==> config.mk <==
export PLATFORM = sky130hd
export DESIGN_NAME = http2_frame_parse_validate
export DESIGN_NICKNAME = d
export VERILOG_FILES = /design/src/hfp_pkg.sv /design/src/hfp_cfg.sv /design/src/hfp_core.sv /design/src/hfp_out.sv /design/src/http2_frame_parse_validate.sv
export SDC_FILE = /design/constraint.sdc
export NUM_CORES = 1
export LEC_CHECK = 0
export ABC_AREA = 1
export BUFFER_PORTS_ARGS = -buffer_cell sky130_fd_sc_hd__buf_2
export CORE_UTILIZATION = 45
export DETAILED_ROUTE_END_ITERATION = 16
export MAX_ROUTING_LAYER = met4
export SLEW_MARGIN = 20
export SYNTH_ARGS = -nofsm -noshare
export SYNTH_HDL_FRONTEND = slang
export SYNTH_SLANG_ARGS = --single-unit
==> constraint.sdc <==
create_clock -name i_clk -period 8.7 [get_ports i_clk]
set_clock_uncertainty 0.15 [all_clocks]
set_input_delay 0.87 -clock i_clk [delete_from_list [all_inputs] [get_ports i_clk]]
set_output_delay 0.87 -clock i_clk [all_outputs]
set_load 0.03 [all_outputs]
==> src/hfp_pkg.sv <==
`timescale 1ns / 1ps
package hfp_pkg;

    localparam int HDR_BYTES = 9;
    localparam int IDX_W     = 4;
    localparam int LEN_W     = 24;
    localparam int PADDR_W   = 3;
    localparam int TDATA_W   = 144;

    localparam logic [LEN_W-1:0] MAX_FRAME_RST = 24'd16384;

    localparam logic CFG_IDX_MAX_FRAME = 1'b0;

    localparam logic [3:0] TYPE_DATA     = 4'd0;
    localparam logic [3:0] TYPE_HEADERS  = 4'd1;
    localparam logic [3:0] TYPE_PRIORITY = 4'd2;
    localparam logic [3:0] TYPE_RST      = 4'd3;
    localparam logic [3:0] TYPE_SETTINGS = 4'd4;
    localparam logic [3:0] TYPE_PUSH     = 4'd5;
    localparam logic [3:0] TYPE_PING     = 4'd6;
    localparam logic [3:0] TYPE_GOAWAY   = 4'd7;
    localparam logic [3:0] TYPE_WINDOW   = 4'd8;
    localparam logic [3:0] TYPE_UNKNOWN  = 4'd10;

    localparam int FLAG_ACK_BIT    = 0;
    localparam int FLAG_PADDED_BIT = 3;
    localparam int FLAG_PRIO_BIT   = 5;

    typedef struct packed {
        logic              status;
        logic [3:0]        frame_type;
        logic [7:0]        frame_flags;
        logic [31:0]       stream_id;
        logic [LEN_W-1:0]  payload_length;
        logic [7:0]        pad_length;
        logic [LEN_W-1:0]  data_length;
        logic              has_priority;
        logic [31:0]       dependency_word;
        logic [7:0]        priority_weight;
    } t_result;

    // x mod 6 for x < 512: reciprocal multiply, then one correction
    function automatic logic [2:0] mod6(input logic [8:0] x);
        logic [16:0] prod;
        logic [6:0]  q;
        logic [9:0]  r;
        prod = {8'd0, x} * 17'd171;
        q    = prod[16:10];
        r    = {1'b0, x} - ({3'd0, q} * 10'd6);
        if (r >= 10'd6) begin
            r = r - 10'd6;
        end
        return r[2:0];
    endfunction

endpackage

==> src/hfp_cfg.sv <==
`timescale 1ns / 1ps
module hfp_cfg (
    input  logic                        i_clk,
    input  logic                        i_rst_n,
    input  logic                        psel,
    input  logic                        penable,
    input  logic                        pwrite,
    input  logic [hfp_pkg::PADDR_W-1:0] paddr,
    input  logic [31:0]                 pwdata,
    output logic [31:0]                 prdata,
    output logic                        pready,
    output logic [hfp_pkg::LEN_W-1:0]   o_max_frame
);
    import hfp_pkg::*;

    logic [LEN_W-1:0] r_max_frame;
    logic             sel_max;

    assign sel_max = (paddr[PADDR_W-1] == CFG_IDX_MAX_FRAME);
    assign pready  = 1'b1;

    always_ff @(posedge i_clk) begin
        if (!i_rst_n) begin
            r_max_frame <= MAX_FRAME_RST;
        end else if (psel && penable && pwrite && sel_max) begin
            r_max_frame <= pwdata[LEN_W-1:0];
        end
    end

    always_comb begin
        prdata = 32'd0;
        if (sel_max) begin
            prdata = {8'd0, r_max_frame};
        end
    end

    assign o_max_frame = r_max_frame;

endmodule

==> src/hfp_core.sv <==
`timescale 1ns / 1ps
module hfp_core (
    input  logic                      i_clk,
    input  logic                      i_rst_n,
    input  logic                      i_valid,
    input  logic [7:0]                i_byte,
    input  logic [hfp_pkg::LEN_W-1:0] i_max_frame,
    output logic                      o_res_valid,
    output hfp_pkg::t_result          o_res
);
    import hfp_pkg::*;

    localparam logic [IDX_W-1:0] HDR_LAST = IDX_W'(HDR_BYTES - 1);

    logic [7:0]       r_hdr [HDR_BYTES];
    logic [IDX_W-1:0] r_idx;
    logic             r_payload;
    logic [LEN_W-1:0] r_cnt;
    logic [2:0]       r_mod6;
    logic [7:0]       r_pad;
    logic [31:0]      r_dep;
    logic [7:0]       r_weight;
    logic             r_halted;

    logic [7:0]       last_hdr;
    logic [LEN_W-1:0] len;
    logic [3:0]       frm_type;
    logic [7:0]       flags;
    logic [31:0]      sid;
    logic             padded;
    logic             prio;
    logic [LEN_W-1:0] prio_lo;
    logic [8:0]       mod_in;
    logic [2:0]       n_mod6;
    logic             hdr_ok;
    logic             hdr_done;
    logic             last;
    logic             work;
    logic [7:0]       pad_cur;
    logic [31:0]      dep_cur;
    logic [7:0]       weight_cur;
    logic [LEN_W:0]   rem_pad;
    logic             pad_bad;
    logic [LEN_W-1:0] rem;
    logic             bad_fin;
    logic [LEN_W-1:0] dlen;
    logic             status;

    assign work     = i_valid && !r_halted;
    assign last_hdr = r_payload ? r_hdr[HDR_BYTES-1] : i_byte;
    assign len      = {r_hdr[0], r_hdr[1], r_hdr[2]};
    assign frm_type = (r_hdr[3] >= 8'(TYPE_UNKNOWN)) ? TYPE_UNKNOWN : r_hdr[3][3:0];
    assign flags    = r_hdr[4];
    assign sid      = {r_hdr[5], r_hdr[6], r_hdr[7], last_hdr};
    assign padded   = (frm_type == TYPE_DATA || frm_type == TYPE_HEADERS ||
                       frm_type == TYPE_PUSH) && flags[FLAG_PADDED_BIT];
    assign prio     = (frm_type == TYPE_PRIORITY) ||
                      (frm_type == TYPE_HEADERS && flags[FLAG_PRIO_BIT]);
    assign prio_lo  = LEN_W'(frm_type == TYPE_HEADERS && padded);

    // running residue of the length field, one byte at a time
    assign mod_in = ((r_idx == '0) ? 9'd0 : {4'd0, r_mod6, 2'b00}) + {1'b0, i_byte};
    assign n_mod6 = mod6(mod_in);

    always_comb begin
        hdr_ok = 1'b1;
        case (frm_type) inside
            TYPE_SETTINGS:         hdr_ok = flags[FLAG_ACK_BIT] ? (len == '0) : (r_mod6 == 3'd0);
            TYPE_PRIORITY:         hdr_ok = (len == 24'd5);
            TYPE_PING:             hdr_ok = (len == 24'd8);
            TYPE_GOAWAY:           hdr_ok = (len >= 24'd8);
            TYPE_RST, TYPE_WINDOW: hdr_ok = (len == 24'd4);
            TYPE_PUSH:             hdr_ok = (len >= 24'd4);
            default:               hdr_ok = 1'b1;
        endcase
        if (len > i_max_frame) begin
            hdr_ok = 1'b0;
        end
    end

    assign hdr_done = !r_payload && (r_idx == HDR_LAST);
    assign last     = r_payload && (({1'b0, r_cnt} + 25'd1) == {1'b0, len});

    assign pad_cur    = (r_payload && padded && r_cnt == '0) ? i_byte : r_pad;
    assign dep_cur    = (r_payload && prio && r_cnt >= prio_lo && r_cnt <= prio_lo + 24'd3) ?
                        {r_dep[23:0], i_byte} : r_dep;
    assign weight_cur = (r_payload && prio && r_cnt == prio_lo + 24'd4) ? i_byte : r_weight;

    assign rem_pad = {1'b0, len} - 25'd1 - {17'd0, pad_cur};
    assign pad_bad = (len == '0) || ({16'd0, pad_cur} >= len);
    assign rem     = padded ? rem_pad[LEN_W-1:0] : len;
    assign bad_fin = (padded && pad_bad) ||
                     (frm_type == TYPE_HEADERS && prio && rem < 24'd5) ||
                     (frm_type == TYPE_PUSH && rem < 24'd4);
    assign dlen    = prio ? (rem - 24'd5) : rem;
    assign status  = hdr_done ? (!hdr_ok || bad_fin) : bad_fin;

    assign o_res_valid = work && ((hdr_done && (!hdr_ok || len == '0)) || last);

    always_comb begin
        o_res.status          = status;
        o_res.frame_type      = frm_type;
        o_res.frame_flags     = flags;
        o_res.stream_id       = sid;
        o_res.payload_length  = len;
        o_res.pad_length      = (!status && padded) ? pad_cur : 8'd0;
        o_res.data_length     = status ? '0 : dlen;
        o_res.has_priority    = !status && prio;
        o_res.dependency_word = (!status && prio) ? dep_cur : 32'd0;
        o_res.priority_weight = (!status && prio) ? weight_cur : 8'd0;
    end

    always_ff @(posedge i_clk) begin
        if (work && !r_payload) begin
            r_hdr[r_idx] <= i_byte;
        end
    end

    always_ff @(posedge i_clk) begin
        if (!i_rst_n) begin
            r_idx     <= '0;
            r_payload <= 1'b0;
            r_cnt     <= '0;
            r_mod6    <= '0;
            r_pad     <= '0;
            r_dep     <= '0;
            r_weight  <= '0;
            r_halted  <= 1'b0;
        end else if (work) begin
            if (!r_payload) begin
                if (r_idx < IDX_W'(3)) begin
                    r_mod6 <= n_mod6;
                end
                if (hdr_done) begin
                    r_pad    <= '0;
                    r_dep    <= '0;
                    r_weight <= '0;
                    r_idx    <= '0;
                    if (!hdr_ok) begin
                        r_halted <= 1'b1;
                    end else if (len == '0) begin
                        r_halted <= bad_fin;
                    end else begin
                        r_payload <= 1'b1;
                        r_cnt     <= '0;
                    end
                end else begin
                    r_idx <= r_idx + IDX_W'(1);
                end
            end else begin
                r_pad    <= pad_cur;
                r_dep    <= dep_cur;
                r_weight <= weight_cur;
                r_cnt    <= r_cnt + 24'd1;
                if (last) begin
                    r_payload <= 1'b0;
                    r_idx     <= '0;
                    r_halted  <= bad_fin;
                end
            end
        end
    end

endmodule

==> src/hfp_out.sv <==
`timescale 1ns / 1ps
module hfp_out (
    input  logic                          i_clk,
    input  logic                          i_rst_n,
    input  logic                          i_valid,
    input  hfp_pkg::t_result              i_res,
    output logic                          o_ready,
    output logic                          o_m_axis_tvalid,
    input  logic                          i_m_axis_tready,
    output logic [hfp_pkg::TDATA_W-1:0]   o_m_axis_tdata,
    output logic                          o_m_axis_tuser
);
    import hfp_pkg::*;

    logic               r_valid;
    logic [TDATA_W-1:0] r_data;
    logic               r_user;

    assign o_ready = !r_valid || i_m_axis_tready;

    always_ff @(posedge i_clk) begin
        if (!i_rst_n) begin
            r_valid <= 1'b0;
        end else if (o_ready) begin
            r_valid <= i_valid;
        end
    end

    always_ff @(posedge i_clk) begin
        if (o_ready && i_valid) begin
            r_user <= i_res.status;
            r_data <= {3'd0, i_res.priority_weight, i_res.dependency_word, i_res.has_priority,
                       i_res.data_length, i_res.pad_length, i_res.payload_length,
                       i_res.stream_id, i_res.frame_flags, i_res.frame_type};
        end
    end

    assign o_m_axis_tvalid = r_valid;
    assign o_m_axis_tdata  = r_data;
    assign o_m_axis_tuser  = r_user;

endmodule

==> src/http2_frame_parse_validate.sv <==
`timescale 1ns / 1ps
// HTTP/2 frame header parser: takes the received byte stream one beat per cycle
// while ready is high, gathers each 9-byte frame header, checks the per-type
// size rules and the max_frame_size register, counts off the payload (capturing
// pad length, dependency word and weight) and gives one result beat per frame,
// passed through the input register and then the result register. Throughput is
// one byte per cycle when the output does not stall; input ready follows the
// output register's ready in the same cycle. Payload bytes are consumed, not
// forwarded. After a size error every byte is dropped without a result until
// reset.
module http2_frame_parse_validate (
    input  logic                          i_clk,
    input  logic                          i_rst_n,
    input  logic                          i_s_axis_tvalid,
    output logic                          o_s_axis_tready,
    input  logic [7:0]                    i_s_axis_tdata,   // [7:0] stream_byte
    output logic                          o_m_axis_tvalid,
    input  logic                          i_m_axis_tready,
    // [3:0] frame_type, [11:4] frame_flags, [43:12] stream_id,
    // [67:44] payload_length, [75:68] pad_length, [99:76] data_length,
    // [100] has_priority, [132:101] dependency_word, [140:133] priority_weight
    output logic [hfp_pkg::TDATA_W-1:0]   o_m_axis_tdata,
    output logic                          o_m_axis_tuser,   // [0] status
    input  logic                          psel,
    input  logic                          penable,
    input  logic                          pwrite,
    input  logic [hfp_pkg::PADDR_W-1:0]   paddr,
    input  logic [31:0]                   pwdata,
    output logic [31:0]                   prdata,
    output logic                          pready
);
    import hfp_pkg::*;

    logic             r_in_valid;
    logic [7:0]       r_in_byte;
    logic             out_ready;
    logic             advance;
    logic [LEN_W-1:0] max_frame;
    logic             res_valid;
    t_result          res;

    assign advance         = r_in_valid && out_ready;
    assign o_s_axis_tready = !r_in_valid || out_ready;

    always_ff @(posedge i_clk) begin
        if (!i_rst_n) begin
            r_in_valid <= 1'b0;
        end else if (o_s_axis_tready) begin
            r_in_valid <= i_s_axis_tvalid;
        end
    end

    always_ff @(posedge i_clk) begin
        if (o_s_axis_tready && i_s_axis_tvalid) begin
            r_in_byte <= i_s_axis_tdata;
        end
    end

    hfp_cfg u_cfg (
        .i_clk       (i_clk),
        .i_rst_n     (i_rst_n),
        .psel        (psel),
        .penable     (penable),
        .pwrite      (pwrite),
        .paddr       (paddr),
        .pwdata      (pwdata),
        .prdata      (prdata),
        .pready      (pready),
        .o_max_frame (max_frame)
    );

    hfp_core u_core (
        .i_clk       (i_clk),
        .i_rst_n     (i_rst_n),
        .i_valid     (advance),
        .i_byte      (r_in_byte),
        .i_max_frame (max_frame),
        .o_res_valid (res_valid),
        .o_res       (res)
    );

    hfp_out u_out (
        .i_clk           (i_clk),
        .i_rst_n         (i_rst_n),
        .i_valid         (res_valid),
        .i_res           (res),
        .o_ready         (out_ready),
        .o_m_axis_tvalid (o_m_axis_tvalid),
        .i_m_axis_tready (i_m_axis_tready),
        .o_m_axis_tdata  (o_m_axis_tdata),
        .o_m_axis_tuser  (o_m_axis_tuser)
    );

endmodule

Yosys cells after proc, flatten, opt, wreduce, memory -nomap -nowiden
Memory sizes are Yosys's and may differ from the RTL's. A register that Yosys moved wholly into a read port is not among the register bits.
Index checks and enable logic that the tools add are counted.
{"block": "word_totals", "word_cells": 161, "ram_bits": 72, "in_bits": 50, "output_inout_bits": 180, "mem_count": 1, "regBits": 257}
{"name": "u_core.r_hdr", "words": 9, "word_bits": 8, "rd": 9, "rd_clocked_by_memory_dff": 4, "wr": 1, "line": "hfp_core.sv:15", "rtl": "logic [7:0] r_hdr [HDR_BYTES];"}
{"block": "op_classes", "n_addsub": 11, "n_mux": 43, "mul": 2, "n_lt_le_gt_ge": 11, "bitwise_logic": 2, "n_reduce_logical": 57, "eq_ne": 17}
{"cell": "$mux 24", "count": 7}
{"cell": "$mux 32", "count": 3}
{"cell": "$eq 24x3->1 const B", "count": 2}
{"cell": "$logic_not 24->1", "count": 2}
{"cell": "$lt 24x3->1 const B", "count": 2}
{"cell": "$mux 8", "count": 6}
{"cell": "$logic_and 1x1->1", "count": 27}
{"cell": "$add 24x1->25 const B", "count": 1}
{"cell": "$eq 25x24->1", "count": 1}
{"cell": "$add 24x1->24 const B", "count": 1}
{"cell": "$eq 24x24->1", "count": 1}
{"cell": "$eq 24x4->1 const B", "count": 1}
{"cell": "$ge 24x1->1", "count": 1}
{"cell": "$ge 24x3->1 const B", "count": 1}
{"cell": "$ge 24x4->1 const B", "count": 1}
{"cell": "$ge 8x24->1", "count": 1}
{"cell": "$gt 24x24->1", "count": 1}
{"cell": "$le 24x24->1", "count": 1}
{"cell": "$sub 24x1->24 const B", "count": 1}
{"cell": "$sub 24x3->24 const B", "count": 1}
{"cell": "$sub 24x8->24", "count": 1}
{"cell": "$mux 1", "count": 21}
{"cell": "$mul 9x8->17 const B", "count": 1}
{"cell": "$eq 4x3->1 const B", "count": 4}
{"cell": "other kinds (29)", "count": 54}

Longest topological paths before layout
Gate-level depths: netlist (run 1).
An unclocked memory read counts as a cell.
{"block": "logic_depth", "depth_word": 20, "mapped_depth": 43, "mapped_depth_nobuf": 43}

Hierarchy
A second synthesis (run 1) with hierarchy kept.
{"block": "hier_totals", "hier_cells": 2352, "hier_area_um2": 19307.3}
{"mod": "hfp_core", "cells_each": 1963, "area_per_inst_um2": 13264.0, "seq_area_each_um2": 3783.6, "instances": 1}
{"mod": "hfp_out", "cells_each": 153, "area_per_inst_um2": 4341.7, "seq_area_each_um2": 4284.1, "instances": 1}
{"mod": "hfp_cfg", "cells_each": 219, "area_per_inst_um2": 1402.6, "seq_area_each_um2": 480.5, "instances": 1}
{"mod": "http2_frame_parse_validate", "cells_each": 17, "area_per_inst_um2": 299.0, "seq_area_each_um2": 260.2, "instances": 1}

Worst setup path before layout (run 1)
No wires, ideal clock.
{"block": "synth_path", "path_kind": "register to register", "from": "reg u_core.r_idx[0]", "to": "reg u_core.r_mod6[2]", "required_time_ns": 8.418, "path_buffers": 0, "slack_ns": 1.178, "setup_time_ns": 0.132, "arrival_time_ns": 7.240, "stages_incl_launch_ff": 39, "synth_period_minus_slack_ns": 7.522, "cell_sequence": "dfxtp_1 inv_1 ha_1 inv_1 nor2_1 nor2_1 ha_1 fa_1 xor2_1 ha_1 inv_1 fa_1 fa_1 inv_1 fa_1 ha_1 a21oi_1 o21ai_0 (+3 left out) fa_1 a21oi_1 o21ai_0 a21o_1 a21oi_1 xor3_1 ha_1 a21oi_1 o21ai_0 a21oi_1 o21bai_1 nand2_1 nor2_1 nand3_1 nand2_1 nand2_1 nand2_1 a21oi_1"}
{"block": "synth_via", "elab_chain_cells": 8, "word_cells_on_any_way": 11, "cone_classes": "add/sub (3); mul (2); order compare (2); mux (2); reduce/logical (2)"}
{"item": "start: declaration", "line": "hfp_core.sv:16", "rtl": "logic [IDX_W-1:0] r_idx;"}
{"item": "start signal: assignment", "line": "hfp_core.sv:148", "rtl": "r_idx <= r_idx + IDX_W'(1);"}
{"item": "$logic_not 4->1", "line": "hfp_core.sv:62", "rtl": "assign mod_in = ((r_idx == '0) ? 9'd0 : {4'd0, r_mod6, 2'b00}) + {1'b0, i_byte};"}
{"item": "$mux 5", "line": "hfp_core.sv:62"}
{"item": "$add 9x8->9", "line": "hfp_core.sv:62"}
{"item": "$mul 9x8->17", "line": "hfp_pkg.sv:47", "rtl": "prod = {8'd0, x} * 17'd171;"}
{"item": "$mul 7x2->9", "line": "hfp_pkg.sv:49", "rtl": "r = {1'b0, x} - ({3'd0, q} * 10'd6);"}
{"item": "$sub 9x10->10", "line": "hfp_pkg.sv:49"}
{"item": "$ge 10x3->1 / $sub 3x3->3 (equally long branches)", "line": "hfp_pkg.sv:50, hfp_pkg.sv:51"}
{"item": "$mux 3", "line": "hfp_pkg.sv:50", "rtl": "if (r >= 10'd6) begin"}
{"item": "end signal: assignment", "line": "hfp_core.sv:132", "rtl": "r_mod6 <= n_mod6;"}
{"item": "end: declaration", "line": "hfp_core.sv:19", "rtl": "logic [2:0] r_mod6;"}
Several ways; a longest one is shown, not always the timed one.
A chain may end at the register's enable or synchronous reset.

Worst setup path in the final report (run 1)
{"block": "layout_path", "from": "reg u_core.r_idx[0]", "to": "reg u_core.r_mod6[1]"}
The elaborated chain is that of the path after synthesis.

==> reports/qor.yml, run 1 <==
cts:
  cts_buffers: 37
  clkTransAtPathRegs_ns: 0.06
  cts.sinks: 329
  cts_root_buf: "clkbuf_16"
  clk_latency_ns: 0.56
  hold_buffers: 0
  clock_path_buffers: 3
  tritoncts: "done"
  htreeDepth: 2
setup_path:
  worst_ep_required_time_ns: 9.01
  r2r_slack_ns: 0.56
  cpMaxStageDelayCell: "fa_1"
  worstPathArrival_ns: 8.45
  r2r_end: "u_core.r_mod6[1]$_SDFFE_PN0P_"
  cp-end-kind: "flop"
  path_class: "flop to flop"
  rr_worst_depth: 42
  cp_slowest_stage_delay_ns: 0.53
  critPathMaxFanout: 6
  start_kind: "flop"
  reg2reg_from: "u_core.r_idx[0]$_SDFFE_PN0P_"
finish:
  synthToLayoutAreaGrowth_pct: 14.9
  regArea_mm2: 0.00881
  final_nets: 2609
  final_cells: 2987
  multi_input_area_mm2: 0.00847
  fillers: 3868
  final_common_cell: "nand2_1"
  final_cell_mix: "nand2_1, inv_1, edfxtp_1, buf_2, nor2_1"
  layout-drive-gt1-share: 0.164
logic_synthesis:
  synth_area_mm2: 0.0187
  ys_async_sr_fraction: 0
  synth_top_area_frac: 0.356
  yosysSeqAreaShare: 0.470
  synth_flop_cell: "edfxtp_1"
  syn_area_per_cell_um2: 8.45
  syn_inst: 2215
  yosysUniqueCellTypes: 61
  synth_edf_count: 222
  yosys_warnings: 0
  synthTopCellsByArea: "edfxtp_1, nand2_1, dfxtp_1"
  synth_top_area_cell: "edfxtp_1"
  ys_ff_latch: 329
die:
  fp.dieH_um: 206
  die_w_um: 206
  pin_count: 230
  start_util: 0.458
  core_area_mm2: 0.0409
  die_area_mm2: 0.0424
  num_rows: 74
route:
  drtPass1Iterations: 6
  detail-route-antenna-nets: 0
  avgRoutedWirePerCell_um: 17.3
  routed_wl_um: 51600
  drt-initial-drc-count: 1126
  post-route-drc-count: 0
  num_vias: 15300
  via_per_inst: 5.11
global_routing:
  grt_max_degree: 81
  grt_pass1_wl_um: 79600
  grt_pass1_vias: 14400
  track_usage: 0.253
  grt_overflow: 0
  antenna_found_initial: 1
power:
  p_per_area_mw_per_mm2: 226
  power_leakage_uw: 0.00891
  ir_drop_mv: 0.485
sta:
  fmax_ghz: 0.123
  tns_ns: 0
  fin_hold_ws_ns: 0.265
  hold_violations: 0
  slew_violations: 0
  finalCriticalPeriod_ns: 8.14
  setup_viol: 0
  max_slew_margin: 0.280
  fin_crit_sh: 0.935
  tightest_slew_ns: 1.07
hold_path:
  hold_start: "u_core.r_hdr[7][7]$_DFFE_PP_"
  hold_class: "flop to flop"
  hold_path_depth: 0
  hold_end: "o_m_axis_tdata[27]$_DFFE_PP_"
place:
  dp_cells: 2918
  io_buffers: 207
  dp_hpwl_um: 37400
  place_congestion: 1.02
run:
  drv_cap: 0
run_status:
  status: "complete, no violations"
[cell usage after synthesis (all sizes together) (19+ instances only)]
cell / instances
nand2: 623
inv: 302
nor2: 237
edfxtp: 222
a21oi: 147
nand3: 126
ha: 114
dfxtp: 107
o21ai: 86
nor3: 36
clkbuf: 33
buf: 32
xor2: 30
nand4: 29
fa: 19
[timing repair]
item                                    in CTS  in global routing
setup buffers                                0                  1
gates resized for setup                      0                  7
endpoints found under the setup margin       0                  2
[power by group]
group          total [µW]  leakage [µW]  switching, µW  internal [µW]
Clock                1590      0.000597            635            960
Combinational        1580       0.00552            953            623
Sequential           1690       0.00280           15.4           1670
[cells by family (layout without fill, tap and decap cells)]
| logic type | count (synthesis) | after routing | synth area share |
|---|---|---|---|
| simple gates | 1073 | 1073 | 0.251 |
| flops | 329 | 329 | 0.470 |
| buf+inv | 370 | 598 | 0.0816 |
| xor+xnor | 45 | 45 | 0.0226 |
| other cells | 2 | 14 | 0.000401 |
| compound gates | 263 | 263 | 0.0771 |
| fa+ha+maj | 133 | 133 | 0.0965 |
[critical path: cells and delay by family, from the launching register on]
kind            cells  cell delay [ns]
compound gates     14             2.07
xor+xnor            3             0.75
fa+ha+maj          10             3.35
buf+inv             6             0.45
flops               1             0.35
simple gates        9             0.91
[per-layer routing]
metal	share of wire	GRT usage	vias up
li1	-	-	7635
met4	0.042	0.103	0
met3	0.060	0.0464	117
met5	0	-	-
met1	0.45	0.325	7065
met2	0.45	0.393	460
[worst max-delay path by stage]
stage,cells after the start,to,from,slack [ns]
6_report,42,u_core.r_mod6[1]$_SDFFE_PN0P_,u_core.r_idx[0]$_SDFFE_PN0P_,0.56
5_1_grt,42,u_core.r_mod6[1]$_SDFFE_PN0P_,u_core.r_idx[0]$_SDFFE_PN0P_,-0.02
4_1_cts,41,u_core.r_mod6[1]$_SDFFE_PN0P_,u_core.r_idx[0]$_SDFFE_PN0P_,0.20
3_5_place_dp,41,u_core.r_mod6[1]$_SDFFE_PN0P_,u_core.r_idx[0]$_SDFFE_PN0P_,0.26
3_3_place_gp,42,u_core.r_mod6[1]$_SDFFE_PN0P_,u_core.r_idx[0]$_SDFFE_PN0P_,0.62
2_1_floorplan,38,u_core.r_mod6[2]$_SDFFE_PN0P_,u_core.r_idx[0]$_SDFFE_PN0P_,1.18
[layout make-up]
class                           count  area share
Sequential cell                   329       0.410
Multi-Input combinational cell   1526       0.394
Timing Repair Buffer              227      0.0551
Inverter                          305      0.0535
Clock buffer                       48      0.0464
Tap cell                          532      0.0309
Clock inverter                     18      0.0106
Antenna cell                        2    0.000233
[registers in the layout (all words and copies together) (netlist names), 3 cells and up]
signal,flops
o_m_axis_tdata,32
r_in_byte,8
u_cfg.o_max_frame,24
u_core.r_cnt,24
u_core.r_dep,32
u_core.r_hdr,72
u_core.r_idx,4
u_core.r_mod6,3
u_core.r_pad,8
u_core.r_weight,8
u_out.o_m_axis_tdata,109
[per-stage QoR]
stage	setup WS, ns	power [µW]	utilization	cell area [µm²]
after floorplan	1.18	2950	-	18800
after global placement	0.622	3220	0.494	20200
after detailed placement	0.261	3280	0.495	20200
after CTS	0.201	4890	0.525	21500
after global routing	-0.0227	5190	0.526	21500
final	0.562	4860	0.526	21500
No activity file was read; power rests on OpenSTA's default activity.
==> run 2, diff against run 1 <==
BUFFER_PORTS_ARGS = not set   (was -buffer_cell sky130_fd_sc_hd__buf_2)
DONT_BUFFER_PORTS = 1   (was not set)
==> reports/qor.yml, run 2 (same netlist as run 1, synthesis figures left out) <==
route:
  num_vias: 14600  # -4.5%
  post-route-drc-count: 0  # unchanged
  drtPass1Iterations: 5  # -1
  routed_wl_um: 52300  # +1.2%
  avgRoutedWirePerCell_um: 18.8  # +8.8%
  detail-route-antenna-nets: 0  # unchanged
  drt-initial-drc-count: 1133  # +0.62%
  via_per_inst: 5.25  # +2.6%
finish:
  final_cell_mix: "nand2_1, inv_1, edfxtp_1, nor2_1, a21oi_1"
  final_cells: 2780  # -6.9%
  diodes: 0  # -2
  final_nets: 2403  # -7.9%
  synthToLayoutAreaGrowth_pct: 9.46
  layout-drive-gt1-share: 0.0899  # -0.0740
  final_common_cell: "nand2_1"
  largest_reg_flops: 109  # unchanged
global_routing:
  met2_usage: 0.409  # +0.0159
  grtUsageMet3: 0.0380  # -0.00836
  grt_pass1_wl_um: 80300  # +0.87%
  busiest_layer: "met2"
  groute.layer.met1.usage: 0.333  # +0.00806
  track_usage: 0.257  # +0.00433
  grt_pass1_vias: 13800  # -4.1%
  antenna_found_initial: 0  # -1
  grt_overflow: 0  # unchanged
  grt_max_degree: 88  # +8.6%
setup_path:
  cpMaxStageDelayCell: "fa_1"
  worst_ep_required_time_ns: 9.02  # about the same
  critPathMostFrequentCell: "ha_1"
  path_class: "flop to flop"
  rr_worst_depth: 39  # -7.1%
  worstPathArrival_ns: 8.44  # about the same
  crit_cells: 39  # -7.1%
  critPathMaxFanout: 6  # unchanged
  cp-end-kind: "flop"
  cp_top_family: "adder cells"
  cp_slowest_stage_delay_ns: 0.53  # about the same
  start_kind: "flop"
  r2r_slack_ns: 0.58  # +0.02 ns
  crit_buf_inv: 6  # unchanged
power:
  power_uw: 4820  # -0.68%
  ir_drop_mv: 0.335  # -31%
  power_leakage_uw: 0.00813  # -8.8%
  p_per_area_mw_per_mm2: 235  # +4.2%
die:
  die_w_um: 206  # unchanged
  num_rows: 74  # unchanged
  start_util: 0.458  # unchanged
  die_area_mm2: 0.0424  # unchanged
  core_area_mm2: 0.0409  # unchanged
  fp.dieH_um: 206  # unchanged
  pin_count: 230  # unchanged
place:
  place_congestion: 1.01  # -1.4%
  dp_cells: 2711  # -7.1%
  io_buffers: 0  # -100%
  dp_hpwl_um: 37900  # +1.2%
cts:
  cts_buffers: 37  # unchanged
  hold_buffers: 0  # unchanged
  clk_latency_ns: 0.57  # about the same
  cts_root_buf: "clkbuf_16"
  clkTransAtPathRegs_ns: 0.07  # about the same
  cts.sinks: 329  # unchanged
  htreeDepth: 2  # unchanged
  clock_path_buffers: 3  # unchanged
  tritoncts: "done"
sta:
  max_slew_margin: 0.332  # +0.0518
  fin_hold_ws_ns: 0.245  # -0.0198 ns
  setup_viol: 0  # unchanged
  tightest_slew_ns: 0.996  # -0.0756 ns
  slew_violations: 0  # unchanged
  fin_crit_sh: 0.933  # -0.00218
  finalCriticalPeriod_ns: 8.12  # -0.0190 ns
  fmax_ghz: 0.123  # +0.23%
  hold_violations: 0  # unchanged
run_status:
  status: "complete, no violations"
hold_path:
  hold_class: "input port to flop"
  hold_path_depth: 0  # unchanged
run:
  drv_cap: 0  # unchanged
-- run 2: cell types whose count changed in the layout (fill, tap and decap cells not counted), moves of 2 or more --
cell and delta:
buf_2 -207, clkbuf_1 -3, clkbuf_8 -2, clkinv_2 +3
clkinvlp_4 +3, diode_2 -2, inv_6 -3
-- run 2: path summary, 6_finish.rpt --
| path | from | endpoint |
|---|---|---|
| hold reg to reg | u_core.r_hdr[6][3]$_DFFE_PP_ | o_m_axis_tdata[31]$_DFFE_PP_ |
| hold / removal | i_s_axis_tdata[4] | r_in_byte[4]$_DFFE_PP_ |
| setup / recovery | u_core.r_idx[1]$_SDFFE_PN0P_ | u_core.r_mod6[1]$_SDFFE_PN0P_ |
| setup reg to reg | u_core.r_idx[1]$_SDFFE_PN0P_ | u_core.r_mod6[1]$_SDFFE_PN0P_ |
-- run 2: per-stage QoR --
step	utilization	worst slack [ns]	cell area [µm²]	setup TNS (ns)
after detailed placement	0.469	0.281	19200	0
final	0.501	0.581	20500	0
after global placement	0.469	0.612	19200	0
after CTS	0.499	0.253	20400	0
after global routing	0.501	-0.0167	20500	-0.0167
after floorplan	-	1.18	18800	0
-- run 2: worst reg2reg max path: cells and delay by family, from the launching register on --
kind | cells | cell delay [ns]
and+or+nand+nor | 8 | 0.76
adders and majority gates | 11 | 3.85
xor gates and xnor gates | 3 | 0.73
DFF | 1 | 0.34
AOI/OAI and AO/OA | 11 | 1.70
buffers and inverters | 6 | 0.49
-- run 2: area by class of cell --
| class | count | area (µm²) |
|---|---|---|
| flip-flops and latches | 329 | 8810 |
| clock inverters | 24 | 269 |
| fillers | 3982 | 20400 |
| inverters | 305 | 1150 |
| multi-input cells | 1526 | 8480 |
| repair buffers | 21 | 161 |
| clock buffers | 43 | 958 |
| well taps | 532 | 666 |
-- run 2: timing repair --
action	in CTS	in global routing
endpoints found under the setup margin	0	2
resized for setup	0	7
setup buffers	0	2
-- run 2: per-layer routing --
metal / vias to the layer above / wire length, µm / share of wire
li1: 7220 / - / -
met1: 6909 / 23400 / 0.45
met2: 375 / 24400 / 0.47
met3: 88 / 2710 / 0.052
met4: 0 / 1850 / 0.035
met5: - / 0 / 0
-- run 2: power by group --
part	switching, µW	total, µW	internal (µW)
Sequential	15.1	1680	1670
Combinational	942	1560	616
Clock	660	1580	919
Total	1620	4820	3210
